--- src/sv/dds_pkg.sv ---
// Shared types, codes and constants for the dedoppler drift search block.
// Used by the top level, dds_ctrl and dds_dp; depends on nothing else.
`timescale 1ns / 1ps

package dds_pkg;

  // Default store and search limits.
  localparam int DDS_MAX_ROWS  = 64;
  localparam int DDS_MAX_BINS  = 1024;
  localparam int DDS_MAX_DRIFT = 32;

  // Field widths fixed by the interface.
  localparam int DDS_ROWS_W   = 7;
  localparam int DDS_BINS_W   = 11;
  localparam int DDS_DRIFT_W  = 6;
  localparam int DDS_SCALE_W  = 16;
  localparam int DDS_TIDX_W   = 6;
  localparam int DDS_FIDX_W   = 10;
  localparam int DDS_SAMPLE_W = 16;
  localparam int DDS_SNR_W    = 19;
  localparam int DDS_BDRIFT_W = 7;
  localparam int DDS_CIDX_W   = 2;
  localparam int DDS_CDATA_W  = 16;

  // Path sum over up to 127 rows of 16-bit samples, and its scaled product.
  localparam int DDS_SUM_W  = 23;
  localparam int DDS_PROD_W = DDS_SUM_W + DDS_SCALE_W + 1;

  localparam int DDS_SNR_MAX = 262143;
  localparam int DDS_SNR_MIN = -262144;

  // Register reset values.
  localparam logic [DDS_ROWS_W-1:0]  DDS_ROWS_RST  = 7'd16;
  localparam logic [DDS_BINS_W-1:0]  DDS_BINS_RST  = 11'd1024;
  localparam logic [DDS_DRIFT_W-1:0] DDS_DRIFT_RST = 6'd8;
  localparam logic [DDS_SCALE_W-1:0] DDS_SCALE_RST = 16'd16384;

  // Configuration register indexes.
  localparam logic [DDS_CIDX_W-1:0] CFG_TIME_ROWS     = 2'd0;
  localparam logic [DDS_CIDX_W-1:0] CFG_FREQ_BINS     = 2'd1;
  localparam logic [DDS_CIDX_W-1:0] CFG_MAX_DRIFT     = 2'd2;
  localparam logic [DDS_CIDX_W-1:0] CFG_INV_SQRT_ROWS = 2'd3;

  // Input function codes.
  localparam logic FUNC_LOAD  = 1'b0;
  localparam logic FUNC_QUERY = 1'b1;

  // Result status codes.
  localparam logic [1:0] STAT_OK      = 2'd0;
  localparam logic [1:0] STAT_BAD_CFG = 2'd1;
  localparam logic [1:0] STAT_BAD_BIN = 2'd2;

  typedef enum logic [2:0] {
    ST_IDLE,
    ST_INIT,
    ST_RUN,
    ST_DRAIN,
    ST_SCALE,
    ST_DONE
  } dds_state_t;

  // Commands from the controller to the datapath.
  typedef struct packed {
    logic start;
    logic load;
    logic init_step;
    logic issue;
    logic scale;
    logic out_load;
  } dds_cmd_t;

  // Status from the datapath to the controller.
  typedef struct packed {
    logic query_ok;
    logic init_done;
    logic last_issue;
    logic out_free;
  } dds_stat_t;

endpackage

--- src/sv/dds_ctrl.sv ---
// Controller of the drift search: sequences init, path walk, scaling, result.
// Depends on dds_pkg for the state type and the command and status structs.
`timescale 1ns / 1ps

module dds_ctrl (
  input  logic               clk,
  input  logic               rst_n,
  input  logic               in_valid,
  input  logic               in_func,
  input  dds_pkg::dds_stat_t stat,
  output dds_pkg::dds_cmd_t  cmd,
  output logic               in_stall
);

  import dds_pkg::*;

  dds_state_t state_r, state_nxt;

  always_ff @(posedge clk) begin
    if (!rst_n) begin
      state_r <= ST_IDLE;
    end else begin
      state_r <= state_nxt;
    end
  end

  always_comb begin
    state_nxt = state_r;
    case (state_r)
      ST_IDLE: begin
        if (in_valid && in_func == FUNC_QUERY) begin
          state_nxt = stat.query_ok ? ST_INIT : ST_DONE;
        end
      end
      ST_INIT: begin
        if (stat.init_done) begin
          state_nxt = ST_RUN;
        end
      end
      ST_RUN: begin
        if (stat.last_issue) begin
          state_nxt = ST_DRAIN;
        end
      end
      ST_DRAIN: state_nxt = ST_SCALE;
      ST_SCALE: state_nxt = ST_DONE;
      ST_DONE: begin
        if (stat.out_free) begin
          state_nxt = ST_IDLE;
        end
      end
      default: state_nxt = ST_IDLE;
    endcase
  end

  always_comb begin
    cmd      = '0;
    in_stall = 1'b1;
    case (state_r)
      ST_IDLE: begin
        in_stall      = 1'b0;
        cmd.start     = in_valid && in_func == FUNC_QUERY;
        cmd.load      = in_valid && in_func == FUNC_LOAD;
      end
      ST_INIT:  cmd.init_step = !stat.init_done;
      ST_RUN:   cmd.issue     = 1'b1;
      ST_DRAIN: cmd           = '0;
      ST_SCALE: cmd.scale     = 1'b1;
      ST_DONE:  cmd.out_load  = stat.out_free;
      default:  cmd           = '0;
    endcase
  end

endmodule

--- config.mk ---
export PLATFORM = sky130hd
export DESIGN_NAME = dds_ctrl
export DESIGN_NICKNAME = d
export VERILOG_FILES = /design/src/sv/dds_pkg.sv /design/src/sv/dds_ctrl.sv
export SDC_FILE = /design/constraint.sdc
export NUM_CORES = 1
export LEC_CHECK = 0
export ABC_AREA = 1
export ABC_CLOCK_PERIOD_IN_PS = 1700
export BUFFER_PORTS_ARGS = -buffer_cell sky130_fd_sc_hd__buf_2
export CELL_PAD_IN_SITES_DETAIL_PLACEMENT = 1
export CELL_PAD_IN_SITES_GLOBAL_PLACEMENT = 1
export CORE_AREA = 2 2 39 41
export CTS_BUF_LIST = sky130_fd_sc_hd__clkbuf_8
export DETAILED_ROUTE_END_ITERATION = 16
export DIE_AREA = 0 0 41 43
export PLACE_DENSITY_LB_ADDON = 0.1
export REMOVE_ABC_BUFFERS = 1
export SKIP_LAST_GASP = 1
export SLEW_MARGIN = 5
export SYNTH_ARGS = -nofsm -noshare
export SYNTH_HDL_FRONTEND = slang
export SYNTH_SLANG_ARGS = --single-unit
--- constraint.sdc ---
create_clock -name clk -period 1.7 [get_ports clk]
set_input_delay 0.34 -clock clk [delete_from_list [all_inputs] [get_ports clk]]
set_output_delay 0.34 -clock clk [all_outputs]
set_load 0.05 [all_outputs]
==> impl_metrics.env <==
export IMPL_place_gp_congestion=0.7008
export IMPL_area_growth_pct=53.33
export IMPL_grt_max_degree=10
export IMPL_h_tree_depth=1
export IMPL_crit_required_ns=1.36
export IMPL_fin_crit_sh=0.9427
export IMPL_worst_r2r_setup_slack_ns=0.55
export IMPL_maxSlewHeadroom=0.8357
export IMPL_globalRouteOverflowTotal=0
export IMPL_setup_tns_ns=0
export IMPL_die_width_um=41
export IMPL_via_per_inst=4.098
export IMPL_die_area_sq_um=1763
export IMPL_hold_viol=0
export IMPL_min_to="state_r[0]"
export IMPL_period_needed_ns=1.603
export IMPL_cts_hold_fix_buffers=0
export IMPL_synth_cells=48
export IMPL_drc=0
export IMPL_timing_hold_ws_ns=0.3768
export IMPL_ys_async_sr_fraction=0
export IMPL_yosys_top_cells_count="nand2_1 (13), inv_1 (8), nor2_1 (7)"
export IMPL_syn_area_sq_um=262.8
export IMPL_grt_pass1_wl_um=1048
export IMPL_synth_edf_count=0
export IMPL_hold_path_class="input port to register"
export IMPL_seq_area_frac_synth=0.2286
export IMPL_finalSetupViolCount=0
export IMPL_total_leakage_power_nw=0.2515
export IMPL_wl_per_cell_um=8.573
export IMPL_netlist_area_leader_share=0.2286
export IMPL_num_rows=14
export IMPL_numPortBuffers=14
export IMPL_rsz0062_at_grt="yes"
export IMPL_yosysTopAreaCell="dfxtp_1"
export IMPL_synth_cell_types=15
export IMPL_clock_path_buffers=2
export IMPL_yosys_mux_area_fraction=0
export IMPL_critPathKind="register to primary output"
export IMPL_reg_largest_list="state_r x3"
export IMPL_drt_iter0_markers=1
export IMPL_synth_most_common_cell="nand2_1"
export IMPL_num_antenna_cells=0
export IMPL_synth_area_top_cells="dfxtp_1 (23%), nand2_1 (19%), inv_1 (11%)"
export IMPL_grt_pass1_vias=285
export IMPL_start_kind="register"
export IMPL_irDropWorstVdd_v=0.0007954
export IMPL_synth_top_family_by_area="simple AND/OR/NAND/NOR gates"
export IMPL_final_net_count=75
export IMPL_arrival_ns=1.26
export IMPL_p_total_uw=843.1
export IMPL_synth_xor_area_frac=0
export IMPL_synth_simple_area_share=0.5429
export IMPL_clkTransAtPathRegs_ns=0.03
export IMPL_min_from="rst_n"
export IMPL_drive_gt1_frac=0.3636
export IMPL_antenna_found_initial=0
export IMPL_reg2reg_from="state_r[0]"
export IMPL_status="finished, final reports clean"
export IMPL_synth_compound_area_share=0.08571
export IMPL_cp_max_fo=6
export IMPL_clock_latency_ns=0.21
export IMPL_postRouteAntennaNets=0
export IMPL_ys_warnings_count=0
export IMPL_cts_root_buffer="clkbuf_8"
export IMPL_power_density_nw_per_um2=2093
export IMPL_maxUsedRoutingLayer="met3"
export IMPL_cts_made_buffers=3
export IMPL_slew_violations=0
export IMPL_largest_reg_flops=3
export IMPL_cts_tree="built"
export IMPL_ff2ff_path_depth=9
export IMPL_ioPinCount=15
export IMPL_ys_seq_elements=3
export IMPL_max_cap_violations=0
export IMPL_die_h_um=43
export IMPL_synth_ff_type="dfxtp_1"
export IMPL_grt_util_all_layers=0.08717
export IMPL_regMostFlops="state_r"
export IMPL_clock_skew_final_ns=0.003080
export IMPL_syn_mean_instance_area_sq_um=5.474
export IMPL_wl_met2_um=326
export IMPL_dr_pass1_iters=4
export IMPL_wl_met3_um=74
export IMPL_detailedPlacementHpwl_um=593.5
export IMPL_met1Wirelength_um=301
export IMPL_worstMarginPinSlew_ns=0.2481
export IMPL_core_area_sq_um=1384
export IMPL_min_path_cells=3
export IMPL_r2r_end="state_r[0]"
export IMPL_synthAdderAreaFrac=0
export IMPL_start_util=0.1899
export IMPL_critPathCaptureType="primary output"
export IMPL_via_count=336
export IMPL_max_clock_freq_ghz=0.6240
export IMPL_cts_sinks=3
export IMPL_wl_um=703
export IMPL_post_cts_buffers=0
==> placed cells by master, fill, tap and decap left out <==
master,netlist,routed
nand2_1,13,13
buf_2,0,13
inv_1,8,9
nor2_1,7,6
nand3_1,4,4
nor2_2,2,3
clkbuf_8,0,3
dfxtp_1,3,3
inv_2,2,2
a21oi_1,2,2
nor3_1,1,1
nor3b_1,1,1
nand3_2,1,1
nand2_2,1,1
nand4_1,1,1
o21ai_0,1,1
o31ai_1,1,1
buf_4,0,1
==> routing by layer <==
| layer | up-vias | track usage |
|---|---|---|
| met5 | - | 0 |
| met1 | 140 | 0.1022 |
| met3 | 0 | 0.04712 |
| met2 | 12 | 0.1344 |
| li1 | 184 | - |
| met4 | 0 | 0.02000 |
==> worst max-delay path: stages (launching register included) <==
cell and delay, ns:
dfxtp_1 0.36, nor2_2 0.18, nand2_1 0.10, nor3b_1 0.19, buf_4 0.23
==> worst max path at each step <==
stage | startpoint | to | slack, ns | depth (start not counted)
detailed placement | state_r[1] | cmd[4] | 0.22 | 4
global placement | state_r[1] | cmd[4] | 0.24 | 4
floorplan | state_r[1] | cmd[4] | -0.80 | 3
finish | state_r[1] | cmd[4] | 0.1 | 4
global route | state_r[1] | cmd[4] | -0.02 | 4
CTS | state_r[1] | cmd[4] | 0.03 | 4
==> power by group <==
group | leakage [nW] | internal [mW] | total [mW] | switching (mW)
clock | 0.0269 | 0.153 | 0.195 | 0.0416
sequential | 0.0247 | 0.0973 | 0.134 | 0.0370
combinational | 0.200 | 0.137 | 0.514 | 0.377
total | 0.251 | 0.388 | 0.843 | 0.455
==> kinds of logic (layout without fill, tap and decap cells) <==
logic type             after synthesis  after routing
AOI/OAI and AO/OA                    4              4
buffers and inverters               10             28
DFF                                  3              3
and+or+nand+nor                     31             31
==> repair_timing <==
action | 4_1_cts | 5_1_grt
endpoints found under the setup margin | 1 | 2
gates cloned | 0 | 0
resized for setup | 1 | 1
==> layout make-up <==
class | instances | area (sq um)
inverters | 10 | 37.54
clock inverters | 1 | 3.754
flip-flops and latches | 3 | 60.06
well taps | 16 | 20.02
multi-input cells | 35 | 167.7
fillers | 192 | 980.9
clock buffers | 3 | 41.29
repair buffers | 14 | 72.57
==> stage by stage <==
stage	instance area [sq um]	cells	setup slack, ns	util
after global routing	402.9	82	-0.02053	0.2911
after global placement	352.8	78	0.2409	0.2550
after CTS	400.4	82	0.03190	0.2893
after detailed placement	352.8	78	0.2230	0.2550
final	402.9	82	0.09747	0.2911
after floorplan	262.8	48	-0.7955	-
Note: power is estimated with default switching activity, not from simulation.
