<file path="src/sv/dds_pkg.sv">
// Shared types, codes and constants for the dedoppler drift search block.
// Used by the top level, dds_ctrl and dds_dp; depends on nothing else.
`timescale 1ns / 1ps

package dds_pkg;

  // Default store and search limits.
  localparam int DDS_MAX_ROWS  = 64;
  localparam int DDS_MAX_BINS  = 1024;
  localparam int DDS_MAX_DRIFT = 32;

  // Field widths fixed by the interface.
  localparam int DDS_ROWS_W   = 7;
  localparam int DDS_BINS_W   = 11;
  localparam int DDS_DRIFT_W  = 6;
  localparam int DDS_SCALE_W  = 16;
  localparam int DDS_TIDX_W   = 6;
  localparam int DDS_FIDX_W   = 10;
  localparam int DDS_SAMPLE_W = 16;
  localparam int DDS_SNR_W    = 19;
  localparam int DDS_BDRIFT_W = 7;
  localparam int DDS_CIDX_W   = 2;
  localparam int DDS_CDATA_W  = 16;

  // Path sum over up to 127 rows of 16-bit samples, and its scaled product.
  localparam int DDS_SUM_W  = 23;
  localparam int DDS_PROD_W = DDS_SUM_W + DDS_SCALE_W + 1;

  localparam int DDS_SNR_MAX = 262143;
  localparam int DDS_SNR_MIN = -262144;

  // Register reset values.
  localparam logic [DDS_ROWS_W-1:0]  DDS_ROWS_RST  = 7'd16;
  localparam logic [DDS_BINS_W-1:0]  DDS_BINS_RST  = 11'd1024;
  localparam logic [DDS_DRIFT_W-1:0] DDS_DRIFT_RST = 6'd8;
  localparam logic [DDS_SCALE_W-1:0] DDS_SCALE_RST = 16'd16384;

  // Configuration register indexes.
  localparam logic [DDS_CIDX_W-1:0] CFG_TIME_ROWS     = 2'd0;
  localparam logic [DDS_CIDX_W-1:0] CFG_FREQ_BINS     = 2'd1;
  localparam logic [DDS_CIDX_W-1:0] CFG_MAX_DRIFT     = 2'd2;
  localparam logic [DDS_CIDX_W-1:0] CFG_INV_SQRT_ROWS = 2'd3;

  // Input function codes.
  localparam logic FUNC_LOAD  = 1'b0;
  localparam logic FUNC_QUERY = 1'b1;

  // Result status codes.
  localparam logic [1:0] STAT_OK      = 2'd0;
  localparam logic [1:0] STAT_BAD_CFG = 2'd1;
  localparam logic [1:0] STAT_BAD_BIN = 2'd2;

  typedef enum logic [2:0] {
    ST_IDLE,
    ST_INIT,
    ST_RUN,
    ST_DRAIN,
    ST_SCALE,
    ST_DONE
  } dds_state_t;

  // Commands from the controller to the datapath.
  typedef struct packed {
    logic start;
    logic load;
    logic init_step;
    logic issue;
    logic scale;
    logic out_load;
  } dds_cmd_t;

  // Status from the datapath to the controller.
  typedef struct packed {
    logic query_ok;
    logic init_done;
    logic last_issue;
    logic out_free;
  } dds_stat_t;

endpackage

</file>
<file path="src/sv/dds_dp.sv">
// Datapath of the drift search: path offset stepping, store addressing,
// path accumulation, best-path tracking, scaling and the result register.
// Depends on dds_pkg; drives the ports of dds_store.
`timescale 1ns / 1ps

module dds_dp #(
  parameter int MAX_ROWS  = dds_pkg::DDS_MAX_ROWS,
  parameter int MAX_BINS  = dds_pkg::DDS_MAX_BINS,
  parameter int MAX_DRIFT = dds_pkg::DDS_MAX_DRIFT,
  parameter int ADDR_W    = $clog2(MAX_ROWS) + $clog2(MAX_BINS)
) (
  input  logic                                     clk,
  input  logic                                     rst_n,
  input  dds_pkg::dds_cmd_t                        cmd,
  output dds_pkg::dds_stat_t                       stat,
  input  logic [dds_pkg::DDS_ROWS_W-1:0]           time_rows,
  input  logic [dds_pkg::DDS_BINS_W-1:0]           freq_bins,
  input  logic [dds_pkg::DDS_DRIFT_W-1:0]          max_drift,
  input  logic [dds_pkg::DDS_SCALE_W-1:0]          inv_sqrt_rows,
  input  logic [dds_pkg::DDS_TIDX_W-1:0]           in_time_index,
  input  logic [dds_pkg::DDS_FIDX_W-1:0]           in_freq_index,
  input  logic signed [dds_pkg::DDS_SAMPLE_W-1:0]  in_sample,
  output logic                                     st_wr_en,
  output logic [ADDR_W-1:0]                        st_wr_addr,
  output logic [dds_pkg::DDS_SAMPLE_W-1:0]         st_wr_data,
  output logic                                     st_rd_en,
  output logic [ADDR_W-1:0]                        st_rd_addr,
  input  logic [dds_pkg::DDS_SAMPLE_W-1:0]         st_rd_data,
  input  logic                                     out_stall,
  output logic                                     out_valid,
  output logic [1:0]                               out_status,
  output logic [dds_pkg::DDS_FIDX_W-1:0]           out_bin,
  output logic signed [dds_pkg::DDS_SNR_W-1:0]     out_best_snr,
  output logic signed [dds_pkg::DDS_BDRIFT_W-1:0]  out_best_drift
);

  import dds_pkg::*;

  localparam int RW = $clog2(MAX_ROWS);
  localparam int CW = ADDR_W - RW;

  localparam logic signed [DDS_PROD_W-1:0] SNR_HI = DDS_PROD_W'(DDS_SNR_MAX);
  localparam logic signed [DDS_PROD_W-1:0] SNR_LO = DDS_PROD_W'(DDS_SNR_MIN);
  localparam logic signed [DDS_PROD_W-1:0] HALF_LSB = DDS_PROD_W'(32768);

  // ---- Query check --------------------------------------------------------
  logic       cfg_ok, bin_ok;
  logic [1:0] status_nxt;

  always_comb begin
    cfg_ok = time_rows >= 7'd2 && 32'(time_rows) <= MAX_ROWS &&
             32'(freq_bins) <= MAX_BINS && 32'(max_drift) <= MAX_DRIFT &&
             freq_bins > {4'd0, max_drift, 1'b0};
    bin_ok = in_freq_index >= {4'd0, max_drift} &&
             ({1'b0, in_freq_index} + {5'd0, max_drift}) < freq_bins;
    if (!cfg_ok) begin
      status_nxt = STAT_BAD_CFG;
    end else if (!bin_ok) begin
      status_nxt = STAT_BAD_BIN;
    end else begin
      status_nxt = STAT_OK;
    end
  end

  // ---- Path offset stepping -----------------------------------------------
  // For drift magnitude m, offset at row t is floor((2mt + den) / 2den).
  // a_r and b_r hold 2m as a_r * 2den + b_r; q_r and r_r hold the quotient
  // and remainder for the current row, so each step needs one compare.
  logic [6:0]        den;
  logic [7:0]        tden;
  logic [5:0]        mag_r, a_r;
  logic [7:0]        b_r, r_r;
  logic [6:0]        q_r, t_r;
  logic signed [6:0] d_r, md_s;
  logic [9:0]        bin_r;
  logic [1:0]        status_r;

  logic [8:0] b_inc, r_sum;
  logic       inc_wrap, dec_wrap, row_wrap;
  logic [7:0] b_up, b_dn, r_nxt;
  logic [5:0] a_up, a_dn;
  logic [6:0] q_nxt;
  logic       last_row;
  logic [10:0] col;

  assign den  = time_rows - 7'd1;
  assign tden = {den, 1'b0};
  assign md_s = $signed({1'b0, max_drift});

  assign b_inc    = {1'b0, b_r} + 9'd2;
  assign inc_wrap = b_inc >= {1'b0, tden};
  assign b_up     = inc_wrap ? 8'(b_inc - {1'b0, tden}) : b_inc[7:0];
  assign a_up     = a_r + 6'(inc_wrap);
  assign dec_wrap = b_r < 8'd2;
  assign b_dn     = dec_wrap ? 8'(b_r + tden - 8'd2) : 8'(b_r - 8'd2);
  assign a_dn     = a_r - 6'(dec_wrap);

  assign r_sum    = {1'b0, r_r} + {1'b0, b_r};
  assign row_wrap = r_sum >= {1'b0, tden};
  assign r_nxt    = row_wrap ? 8'(r_sum - {1'b0, tden}) : r_sum[7:0];
  assign q_nxt    = q_r + 7'(a_r) + 7'(row_wrap);

  assign last_row = t_r == den;
  assign col      = d_r[6] ? ({1'b0, bin_r} - 11'(q_r)) : ({1'b0, bin_r} + 11'(q_r));

  always_ff @(posedge clk) begin
    if (cmd.start) begin
      bin_r    <= in_freq_index;
      status_r <= status_nxt;
      mag_r    <= '0;
      a_r      <= '0;
      b_r      <= '0;
      d_r      <= -md_s;
      t_r      <= '0;
      q_r      <= '0;
      r_r      <= {1'b0, den};
    end else if (cmd.init_step) begin
      mag_r <= mag_r + 6'd1;
      a_r   <= a_up;
      b_r   <= b_up;
    end else if (cmd.issue) begin
      if (last_row) begin
        t_r <= '0;
        q_r <= '0;
        r_r <= {1'b0, den};
        d_r <= d_r + 7'sd1;
        // Moving toward zero shrinks the magnitude; past zero it grows.
        if (d_r[6]) begin
          mag_r <= mag_r - 6'd1;
          a_r   <= a_dn;
          b_r   <= b_dn;
        end else begin
          mag_r <= mag_r + 6'd1;
          a_r   <= a_up;
          b_r   <= b_up;
        end
      end else begin
        t_r <= t_r + 7'd1;
        q_r <= q_nxt;
        r_r <= r_nxt;
      end
    end
  end

  // ---- Store ports -------------------------------------------------------
  assign st_wr_en   = cmd.load && 32'(in_time_index) < MAX_ROWS &&
                      32'(in_freq_index) < MAX_BINS;
  assign st_wr_addr = {RW'(in_time_index), CW'(in_freq_index)};
  assign st_wr_data = in_sample;
  assign st_rd_en   = cmd.issue;
  assign st_rd_addr = {RW'(t_r), CW'(col)};

  // ---- Accumulation of the registered read data ---------------------------
  logic                        tag_valid_r, tag_first_r, tag_last_r;
  logic signed [6:0]           tag_d_r;
  logic signed [DDS_SUM_W-1:0] acc_r, best_r, acc_sum, sample_ext;
  logic signed [6:0]           best_d_r;
  logic                        have_r;

  assign sample_ext = DDS_SUM_W'($signed(st_rd_data));
  assign acc_sum    = (tag_first_r ? '0 : acc_r) + sample_ext;

  always_ff @(posedge clk) begin
    if (!rst_n) begin
      tag_valid_r <= 1'b0;
      have_r      <= 1'b0;
    end else begin
      tag_valid_r <= cmd.issue;
      if (cmd.start) begin
        have_r <= 1'b0;
      end else if (tag_valid_r && tag_last_r) begin
        have_r <= 1'b1;
      end
    end
  end

  always_ff @(posedge clk) begin
    tag_first_r <= t_r == 7'd0;
    tag_last_r  <= last_row;
    tag_d_r     <= d_r;
    if (tag_valid_r) begin
      acc_r <= acc_sum;
      // Strict compare keeps the earliest drift on equal sums.
      if (tag_last_r && (!have_r || acc_sum > best_r)) begin
        best_r   <= acc_sum;
        best_d_r <= tag_d_r;
      end
    end
  end

  // ---- Scaling -----------------------------------------------------------
  logic signed [DDS_PROD_W-1:0] prod_nxt, prod_r, rnd, shifted;
  logic signed [DDS_SNR_W-1:0]  snr_sat;

  assign prod_nxt = DDS_PROD_W'(best_r) * DDS_PROD_W'($signed({1'b0, inv_sqrt_rows}));

  always_ff @(posedge clk) begin
    if (cmd.scale) begin
      prod_r <= prod_nxt;
    end
  end

  assign rnd     = prod_r + HALF_LSB;
  assign shifted = rnd >>> 16;

  always_comb begin
    if (shifted > SNR_HI) begin
      snr_sat = DDS_SNR_W'(SNR_HI);
    end else if (shifted < SNR_LO) begin
      snr_sat = DDS_SNR_W'(SNR_LO);
    end else begin
      snr_sat = shifted[DDS_SNR_W-1:0];
    end
  end

  // ---- Result register ---------------------------------------------------
  logic                          out_valid_r;
  logic [1:0]                    out_status_r;
  logic [DDS_FIDX_W-1:0]         out_bin_r;
  logic signed [DDS_SNR_W-1:0]   out_snr_r;
  logic signed [DDS_BDRIFT_W-1:0] out_drift_r;

  always_ff @(posedge clk) begin
    if (!rst_n) begin
      out_valid_r <= 1'b0;
    end else if (cmd.out_load) begin
      out_valid_r <= 1'b1;
    end else if (out_valid_r && !out_stall) begin
      out_valid_r <= 1'b0;
    end
  end

  always_ff @(posedge clk) begin
    if (cmd.out_load) begin
      out_status_r <= status_r;
      out_bin_r    <= bin_r;
      out_snr_r    <= (status_r == STAT_OK) ? snr_sat : '0;
      out_drift_r  <= (status_r == STAT_OK) ? best_d_r : '0;
    end
  end

  assign out_valid      = out_valid_r;
  assign out_status     = out_status_r;
  assign out_bin        = out_bin_r;
  assign out_best_snr   = out_snr_r;
  assign out_best_drift = out_drift_r;

  // ---- Status to the controller ------------------------------------------
  assign stat.query_ok   = status_nxt == STAT_OK;
  assign stat.init_done  = mag_r == max_drift;
  assign stat.last_issue = last_row && d_r == md_s;
  assign stat.out_free   = !out_valid_r || !out_stall;

endmodule

</file>
<file path="config.mk">
export PLATFORM = sky130hd
export DESIGN_NAME = dds_dp
export DESIGN_NICKNAME = d
export VERILOG_FILES = /design/src/sv/dds_pkg.sv /design/src/sv/dds_dp.sv
export SDC_FILE = /design/constraint.sdc
export NUM_CORES = 1
export LEC_CHECK = 0
export ABC_AREA = 1
export BUFFER_PORTS_ARGS = -buffer_cell sky130_fd_sc_hd__buf_2
export CORE_AREA = 2 2 240 242
export DETAILED_ROUTE_END_ITERATION = 6
export DIE_AREA = 0 0 242 244
export PLACE_DENSITY = 0.69
export SKIP_LAST_GASP = 1
export SYNTH_ARGS = -nofsm -noshare
export SYNTH_HDL_FRONTEND = slang
export SYNTH_SLANG_ARGS = --single-unit
</file>
<file path="constraint.sdc">
create_clock -name clk -period 10.14 [get_ports clk]
set_input_delay 2.028 -clock clk [delete_from_list [all_inputs] [get_ports clk]]
set_output_delay 2.028 -clock clk [all_outputs]
set_load 0.03 [all_outputs]
</file>
==> results of run 1 <==
-- per-stage QoR --
stage          utilization [%]  worst slack (ns)
6_report                  52.6              2.54
3_3_place_gp              51.5              2.18
5_1_grt                   52.6              2.18
3_5_place_dp              51.5              2.10
4_1_cts                   52.6              2.61
2_1_floorplan                -              2.76
-- final cells by class --
cell class / count / area (sq um) / area share [%]
Clock buffer: 17 / 425 / 1.44
Clock inverter: 15 / 199 / 0.673
Inverter: 912 / 3420 / 11.6
Multi-Input combinational cell: 2341 / 18600 / 63.1
Sequential cell: 188 / 5180 / 17.5
Tap cell: 756 / 946 / 3.20
Timing Repair Buffer: 147 / 746 / 2.52
-- flip-flops by register name (all words and copies together) (netlist names), 6 cells and up --
name	count
prod_r	25
acc_r	23
best_r	23
out_best_snr	19
bin_r	10
out_bin	10
r_r	8
b_r	7
best_d_r	7
d_r	7
out_best_drift	7
q_r	7
t_r	7
tag_d_r	7
a_r	6
mag_r	6
-- kinds of logic after synthesis --
family                   Yosys count
AND/OR/NAND/NOR                 1299
buffers and inverters           1048
adder cells (fa/ha/maj)          602
AO/OA/AOI/OAI                    308
flip-flops                       188
XOR/XNOR                         132
-- layer usage --
layer,GRT usage (%),wire length [um]
met5,0,0
met3,2.37,2680
met2,41.6,33000
met1,30.3,28900
met4,7.32,1450
-- synthesized netlist by cell type (24+ instances only) --
cell type	number
inv_1	904
nand2_1	818
fa_1	370
ha_1	232
nor2_1	226
nand3_1	146
edfxtp_1	142
a21oi_1	129
xor2_1	94
clkbuf_1	84
o21ai_0	83
dfxtp_1	46
buf_4	41
xnor2_1	38
nand4_1	33
nor3_1	24
-- worst paths after layout --
kind / from / endpoint / depth (start not counted)
min reg2reg: tag_d_r[3]$_DFF_P_ / best_d_r[3]$_DFFE_PP_ / 0
max reg2reg: best_r[22]$_DFFE_PP_ / prod_r[32]$_DFFE_PP_ / 19
max: inv_sqrt_rows[2] / prod_r[32]$_DFFE_PP_ / 20
min: tag_d_r[3]$_DFF_P_ / best_d_r[3]$_DFFE_PP_ / 0
-- power breakdown --
part,internal (mW),switching [mW],total (mW)
Combinational,2.15,3.88,6.03
Sequential,1.18,0.104,1.28
Clock,0.356,0.351,0.707
==> results.txt, run 1 <==
----------------------------------------------------
[Place]
  DP Cell Count ... 4,344
  GPL Wtd Cong ... 0.920
  Detail Placement HPWL ... 54,100 um
  Port buffer count ... 143
  Placed instance area ... 0.0289 sq mm

[Critical path]
  Path type of the worst setup path ... in2reg
  Ordered cell list for the critical path ... buf_2 -> nand2_1 -> inv_1 -> fa_1 -> fa_1 -> inv_1 -> fa_1 -> fa_1 -> inv_1 -> fa_1 -> inv_1 -> fa_1 -> inv_1 -> ha_1 -> a21oi_1 -> a21boi_0 -> o21ai_0 -> a21oi_1 -> nand2_1 -> xor2_1
  Worst setup EP type ... register
  Data arrival, critical path ... 7.84 ns
  Most Frequent Cell on Critical Path ... fa_1
  Internal reg-to-reg setup slack ... 3.63 ns
  Sum of buffers and inverters on the critical path ... 6
  Critical path's largest stage delay ... 0.92 ns
  Startpoint type of the worst setup path ... primary input
  Required time worst endpoint ... 10.39 ns
  Slowest cell on crit path ... fa_1
  Crit-path max FO ... 23
  Category of cells accounting for the largest share of critical-path delay ... adder cells

[Routing]
  Via count ... 22,000
  Final wirelength ... 66,000 um
  Router iterations before antenna repair ... 6
  Via-per-instance ratio ... 5.03
  DRC viols ... 0
  Wire length per cell after detailed routing ... 15.1 um
  Remaining number of nets flagged by the antenna check after routing ... 0
  DRC marker count from the first detailed-route iteration ... 1,360

[Run]
  Max Cap Viol ... 0

[Global routing]
  Number of global-route vias before repair ... 22,500
  Number of antenna violations at the first check in global routing ... 0
  First-pass GRT wire length ... 112,000 um
  Remaining global-route overflow ... 0
  Largest net degree at the start of global routing ... 40
  Total routing resource utilization after global routing ... 23.5%

[Floorplan]
  Horizontal die dimension ... 242 um
  Die Footprint ... 0.0590 sq mm
  Row count ... 87
  Placeable core region ... 0.0562 sq mm
  Vertical extent of the die ... 244 um
  Io pins ... 190
  Initial standard-cell utilization of the core ... 49.8%

[Clock tree]
  Clk pin slew, worst setup/hold paths ... 0.08 ns
  Number of gates resized after cts ... 0
  Buffer type at the clock tree root ... clkbuf_16
  Clock Sink Count ... 188
  CTS tree ... built
  Number of setup buffers added after CTS ... 0
  Clock Tree Buf Depth ... 2
  Total number of H-tree levels ... 4
  Insertion delay of the later-clocked pin in the worst-skew pair ... 0.49 ns
  Inserted Clock Buffers ... 17
  Hold_buf cts ... 0

[Logic synthesis]
  Simple logic cell fraction of the synthesized area ... 19.2%
  Main combinational cell family by area after synthesis ... adder cells
  Main flop type after synthesis ... edfxtp_1
  Avg Cell Area, Syn ... 7.81 sq um
  Cell type contributing the most total cell area after synthesis ... fa_1
  Netlist area before placement ... 0.0280 sq mm
  Synth Warn # ... 0
  Share of synthesized registers carrying an async set or reset ... 0%
  Area share of the leading cell type in the synthesized netlist ... 26.5%
  Cell types occupying the most area after synthesis ... fa_1 26%, edfxtp_1 15%, inv_1 12%
  Multiplexer area fraction after synthesis ... 0%
  Net count after synthesis ... 4,276
  Adder-cell share of the synthesized area ... 36.9%
  Number of enable flip-flop cells after synthesis ... 142
  Xor/xnor share of the synthesized area ... 4.14%
  Share of synthesized area occupied by flip-flops and latches ... 18.5%
  Number of register bits inferred by synthesis ... 188
  Unique masters post-synth ... 57
  Fraction of the mapped netlist area in compound gates ... 6.42%
  Synthesized instance count ... 3,577

[Timing]
  Worst Clk Skew ... 0.0185 ns
  Worst-case hold slack ... 0.410 ns
  Final period demand of the worst path ... 7.60 ns
  Least-Margin Pin Slew ... 1.07 ns
  Worst slew margin relative to its limit ... 28.3%
  Setup Viol. Count Final ... 0
  TNS Setup ... 0 ns
  Slew Limit Fails ... 0
  Highest achievable clock rate ... 0.132 GHz
  Hold Fails Final Rpt ... 0
  Setup repair after global routing missed its margin ... false
  Final clock period utilization by the worst path ... 74.9%

[Power]
  Total power consumption of the routed design ... 8.01 mW
  Total power per unit cell area ... 271 mW/mm^2
  Leakage ... 16.0 nW
  IR drop worst, VDD ... 250 uV

[Min path]
  Hold/Removal Path Class ... reg2reg

[Final layout]
  Design Area, Final ... 0.0296 sq mm
  Highest-count cells in the layout ignoring fill and taps ... 904 x inv_1, 818 x nand2_1, 370 x fa_1, 232 x ha_1, 226 x nor2_1
  Antenna diode count ... 0
  Filler instances ... 5,423
  Most common cell after layout, fill and taps aside ... inv_1
  Post-layout net count ... 4,306
  Final non-filler cell total ... 4,376
  Area growth from synthesis to layout ... 5.80%
  Share of final-layout standard cells stronger than drive strength 1 ... 6.13%

[Run status]
  Run status ... finished clean

----------------------------------------------------
No activity file was read; power rests on OpenSTA's default activity.
==> run 2, diff against run 1 <==
- PLACE_DENSITY: 0.69 -> 0.72
- clock period: 10.14 -> 6.6 ns (I/O delays scaled with it)
==> run 2 against run 1 <==
Against the previous run:
- utilization is 2.0 points higher
- critical path depth rose by 3
- worst hold slack better by 0.00080 ns
- cell area is 3.8% higher
- critical endpoint is now prod_r[35]$_DFFE_PP_
==> results.txt, run 2 (synthesized netlist as in run 1, its figures left out) <==
----------------------------------------------------
[Place]
  GPL Wtd Cong ... 0.921
  Port buffer count ... 143
  Detail Placement HPWL ... 55,600 um

[Floorplan]
  Row count ... 87
  Die Footprint ... 0.0590 sq mm
  Io pins ... 190
  Vertical extent of the die ... 244 um
  Initial standard-cell utilization of the core ... 49.8%
  Horizontal die dimension ... 242 um
  Placeable core region ... 0.0562 sq mm

[Routing]
  Via-per-instance ratio ... 5.02
  DRC marker count from the first detailed-route iteration ... 1,420
  Remaining number of nets flagged by the antenna check after routing ... 0
  Wire length per cell after detailed routing ... 14.8 um
  DRC viols ... 0
  Via count ... 22,600
  Final wirelength ... 66,800 um
  Router iterations before antenna repair ... 6

[Power]
  IR drop worst, VDD ... 556 uV
  Total power per unit cell area ... 456 mW/mm^2
  Leakage ... 16.6 nW
  Total power consumption of the routed design ... 14.0 mW

[Global routing]
  Remaining global-route overflow ... 0
  Number of antenna violations at the first check in global routing ... 0
  First-pass GRT wire length ... 113,000 um
  Largest net degree at the start of global routing ... 40
  Total routing resource utilization after global routing ... 23.7%
  Number of global-route vias before repair ... 23,200

[Final layout]
  Fin util ... 54.7%
  Area growth from synthesis to layout ... 9.87%
  Register area ... 0.00518 sq mm
  Footprint of the multi-input gates ... 0.0187 sq mm
  Biggest register ... prod_r
  Flip-flop count of the largest register after layout ... 25
  Most common cell after layout, fill and taps aside ... inv_1
  Share of final-layout standard cells stronger than drive strength 1 ... 9.73%
  Antenna diode count ... 0
  Post-layout net count ... 4,438
  Filler instances ... 5,294
  Regs by FF count ... prod_r x25, acc_r x23, best_r x23
  Highest-count cells in the layout ignoring fill and taps ... 903 x inv_1, 817 x nand2_1, 365 x fa_1, 232 x ha_1, 225 x nor2_1

[Clock tree]
  Total number of H-tree levels ... 4
  CTS tree ... built
  Clock Tree Buf Depth ... 2
  Inserted Clock Buffers ... 17
  Clk pin slew, worst setup/hold paths ... 0.08 ns
  Clock Sink Count ... 188
  Insertion delay of the later-clocked pin in the worst-skew pair ... 0.50 ns
  Buffer type at the clock tree root ... clkbuf_16

[Critical path]
  Crit-path max FO ... 12
  Reg-to-Reg Start ... best_r[22]$_DFFE_PP_
  Path type of the worst setup path ... in2reg
  Crit path to ... prod_r[35]$_DFFE_PP_
  Data arrival, critical path ... 6.64 ns
  Worst setup path startpoint ... inv_sqrt_rows[3]
  Worst setup EP type ... register
  Worst reg2reg endpoint ... prod_r[35]$_DFFE_PP_
  Startpoint type of the worst setup path ... primary input
  R2r worst-path depth ... 22
  Required time worst endpoint ... 6.85 ns
  Internal reg-to-reg setup slack ... 0.43 ns

[Timing]
  Setup repair after global routing missed its margin ... true
  Worst Clk Skew ... 0.0128 ns
  TNS Setup ... 0 ns
  Worst slew margin relative to its limit ... 35.9%
  Setup Viol. Count Final ... 0
  Highest achievable clock rate ... 0.157 GHz
  Worst-case hold slack ... 0.411 ns
  Final period demand of the worst path ... 6.39 ns
  Least-Margin Pin Slew ... 0.961 ns
  Slew Limit Fails ... 0
  Hold Fails Final Rpt ... 0
  Final clock period utilization by the worst path ... 96.8%

[Run status]
  Run status ... finished clean

[Min path]
  Hold/Removal Path Class ... reg2reg

[Run]
  Max Cap Viol ... 0

----------------------------------------------------
[run 2: cell types whose count changed in the layout (fill, tap and decap cells not counted), moves of 5 or more]
cell / before / now
buf_4: 4 / 132
buf_2: 143 / 136
clkbuf_4: 0 / 6
buf_12: 0 / 5
fa_1: 370 / 365
fa_2: 0 / 5
[run 2: stage by stage]
| stage | worst slack, ns | instance area [sq um] | cells |
|---|---|---|---|
| CTS | 0.153 | 30700 | 4507 |
| finish | 0.211 | 30700 | 4508 |
| floorplan | 0.0575 | 28000 | 3577 |
| global route | -0.0173 | 30700 | 4508 |
| global placement | -0.329 | 30000 | 4475 |
| detailed placement | -0.388 | 30000 | 4475 |
[run 2: layout make-up]
cell class                      count  area share, %
Sequential cell                   188           16.9
Inverter                          912           11.1
Multi-Input combinational cell   2341           60.8
Timing Repair Buffer              279           5.92
Clock buffer                       17           1.39
Tap cell                          756           3.08
Clock inverter                     15          0.774
[run 2: worst min path at each step]
stage / depth (start not counted) / endpoint / start
finish: 0 / best_d_r[6]$_DFFE_PP_ / tag_d_r[6]$_DFF_P_
global route: 0 / best_d_r[3]$_DFFE_PP_ / tag_d_r[3]$_DFF_P_
CTS: 0 / best_d_r[4]$_DFFE_PP_ / tag_d_r[4]$_DFF_P_
detailed placement: 0 / best_d_r[1]$_DFFE_PP_ / tag_d_r[1]$_DFF_P_
global placement: 0 / best_d_r[5]$_DFFE_PP_ / tag_d_r[5]$_DFF_P_
floorplan: 0 / tag_d_r[3]$_DFF_P_ / d_r[3]$_DFFE_PP_
[run 2: timing repair]
action / CTS / global route
gates resized for setup: 0 / 20
hold buffers: 0 / 0
setup endpoints to repair: 0 / 13
setup buffers: 0 / 1
[run 2: report_power, final]
group          internal [mW]  switching (mW)
sequential              1.81           0.169
combinational           4.63            6.28
clock                  0.562           0.572
[run 2: per-layer routing]
layer  GRT usage [%]  up-vias  share of wire (%)
met1            29.5    10900                 43
met4            6.90        0                2.3
met2            42.7      570                 50
met3            3.28      103                4.7
met5               0        -                  0
li1                -    11100                  -
[run 2: critical path, cell delays in order]
cell and delay (ns):
clkbuf_4 0.20, nand2_2 0.12, inv_1 0.09, fa_2 0.61
inv_2 0.08, fa_1 0.53, inv_1 0.05, fa_1 0.51
fa_1 0.44, fa_1 0.54, inv_1 0.05, fa_1 0.54
inv_1 0.05, ha_1 0.36, nand2_1 0.09, nand2_1 0.08
o21bai_1 0.21, a21oi_1 0.21, nor2_1 0.07, a211oi_1 0.29
nand2_1 0.09, nand2_1 0.06, nand2_1 0.05
==> run 3, diff against run 2 <==
- CTS_BUF_LIST: unset -> sky130_fd_sc_hd__clkbuf_8
==> run 3 against run 2 <==
Against the previous run:
- sequential power hardly changed
- via count down 0.19%
- die area unchanged
- non-clock buffer count shrank 1
- clock power shrank 22%
- maximum frequency rose by 0.44%
- critical path depth is 1 lower
- largest power group unchanged
==> results.txt, run 3 (synthesized netlist as in run 1, its figures left out) <==
----------------------------------------------------
[Place]
  Port buffer count ... 143
  Detail Placement HPWL ... 55,600 um
  GPL Wtd Cong ... 0.921

[Global routing]
  Largest net degree at the start of global routing ... 40
  Number of antenna violations at the first check in global routing ... 0
  Remaining global-route overflow ... 0
  Total routing resource utilization after global routing ... 23.5%
  First-pass GRT wire length ... 113,000 um
  Number of global-route vias before repair ... 23,200

[Timing]
  Setup Viol. Count Final ... 0
  Setup repair after global routing missed its margin ... true
  Slew Limit Fails ... 0
  Worst-case hold slack ... 0.419 ns
  Highest achievable clock rate ... 0.157 GHz
  Least-Margin Pin Slew ... 0.963 ns
  Worst slew margin relative to its limit ... 35.8%
  Final clock period utilization by the worst path ... 96.4%
  Worst Clk Skew ... 0.0187 ns
  TNS Setup ... 0 ns
  Final period demand of the worst path ... 6.36 ns
  Hold Fails Final Rpt ... 0

[Critical path]
  Required time worst endpoint ... 6.94 ns
  Worst setup EP type ... register
  Ordered cell list for the critical path ... buf_2 -> buf_12 -> nand2_1 -> fa_1 -> inv_1 -> fa_1 -> fa_1 -> fa_1 -> fa_1 -> inv_1 -> fa_1 -> inv_1 -> ha_1 -> nand2_1 -> nand2_1 -> o21bai_1 -> a21oi_1 -> nor2_1 -> a211oi_1 -> nand2_1 -> nand2_1 -> nand2_1
  Slowest cell on crit path ... fa_1
  Sum of buffers and inverters on the critical path ... 5
  Startpoint type of the worst setup path ... primary input
  Data arrival, critical path ... 6.70 ns
  Path type of the worst setup path ... in2reg
  Crit-path max FO ... 14
  Category of cells accounting for the largest share of critical-path delay ... adder cells
  Critical path's largest stage delay ... 0.56 ns

[Routing]
  Final wirelength ... 66,500 um
  DRC viols ... 0
  Remaining number of nets flagged by the antenna check after routing ... 0
  Via-per-instance ratio ... 5.01
  Wire length per cell after detailed routing ... 14.8 um
  Via count ... 22,600
  DRC marker count from the first detailed-route iteration ... 1,425
  Router iterations before antenna repair ... 6

[Floorplan]
  Die Footprint ... 0.0590 sq mm
  Initial standard-cell utilization of the core ... 49.8%
  Vertical extent of the die ... 244 um
  Io pins ... 190
  Horizontal die dimension ... 242 um
  Row count ... 87
  Placeable core region ... 0.0562 sq mm

[Clock tree]
  CTS tree ... built
  Total number of H-tree levels ... 4
  Clock Sink Count ... 188
  Inserted Clock Buffers ... 17
  Insertion delay of the later-clocked pin in the worst-skew pair ... 0.58 ns
  Clk pin slew, worst setup/hold paths ... 0.11 ns
  Buffer type at the clock tree root ... clkbuf_8
  Number of setup buffers added after CTS ... 0
  Clock Tree Buf Depth ... 2

[Power]
  Total power consumption of the routed design ... 13.7 mW
  Power share of the sequential group ... 14.4%
  Gate power share ... 79.2%
  Pint ... 6.75 mW
  Total power per unit cell area ... 449 mW/mm^2
  Fraction of power consumed by the clock network ... 6.4%
  Switching share of power ... 50.7%
  IR drop worst, VDD ... 545 uV
  Leakage ... 16.5 nW
  Power spent charging and discharging nets ... 6.94 mW

[Final layout]
  Regs by FF count ... prod_r x25, acc_r x23, best_r x23
  Fin util ... 54.3%
  Most common cell after layout, fill and taps aside ... inv_1
  Post-layout net count ... 4,437
  Share of final-layout standard cells stronger than drive strength 1 ... 9.57%
  Filler instances ... 5,329
  Biggest register ... prod_r
  Area growth from synthesis to layout ... 9.06%
  Highest-count cells in the layout ignoring fill and taps ... 903 x inv_1, 817 x nand2_1, 367 x fa_1, 232 x ha_1, 226 x nor2_1
  Flip-flop count of the largest register after layout ... 25

[Min path]
  Hold/Removal Path Class ... reg2reg

[Run status]
  Run status ... finished clean

[Run]
  Max Cap Viol ... 0

----------------------------------------------------
[run 3: metal layers]
layer	GRT usage (%)	vias to the layer above	part of all wire [%]
li1	-	11100	-
met1	29.4	10800	43
met2	42.5	565	50
met3	3.14	102	4.7
met4	6.94	0	2.2
met5	0	-	0
[run 3: power by group through the flow]
| stage | clock network, mW | registers [mW] | logic (mW) |
|---|---|---|---|
| final | 0.880 | 1.97 | 10.8 |
| after global routing | 0.946 | 2.00 | 12.3 |
| after CTS | 0.906 | 1.98 | 10.9 |
| after detailed placement | 0 | 2.00 | 10.8 |
| after global placement | 0 | 2.00 | 10.7 |
| after floorplan | 0 | 1.99 | 6.77 |
[run 3: cell type report]
cell class	count	area (sq um)	area share, %
clock buffer	17	234	0.768
timing repair buffer	278	1800	5.89
sequential	188	5180	17.0
multi-input combinational	2341	18700	61.2
clock inverter	15	238	0.780
tap	756	946	3.10
antenna	1	2.50	0.00821
inverter	912	3420	11.2
[run 3: final timing paths]
kind                                            from               endpoint  slack (ns)  depth (start not counted)
worst max register to register  best_r[22]$_DFFE_PP_   prod_r[35]$_DFFE_PP_        0.41                         22
worst min register to register    tag_d_r[6]$_DFF_P_  best_d_r[6]$_DFFE_PP_        0.42                          0
worst max-delay path               inv_sqrt_rows[10]   prod_r[35]$_DFFE_PP_        0.24                         22
worst min-delay path              tag_d_r[6]$_DFF_P_  best_d_r[6]$_DFFE_PP_        0.42                          0
[run 3: repair_timing]
action / 4_1_cts / 5_1_grt
endpoints found under the setup margin: 0 / 7
resized for setup: 0 / 6
endpoints found under the hold margin: 0 / 0
hold buffers: 0 / 0
[run 3: stage by stage]
step | area, sq um | setup slack, ns | std cells
CTS | 30500 | 0.247 | 4507
finish | 30500 | 0.239 | 4508
detailed placement | 30000 | -0.388 | 4475
global route | 30500 | -0.0138 | 4507
floorplan | 28000 | 0.0575 | 3577
global placement | 30000 | -0.329 | 4475
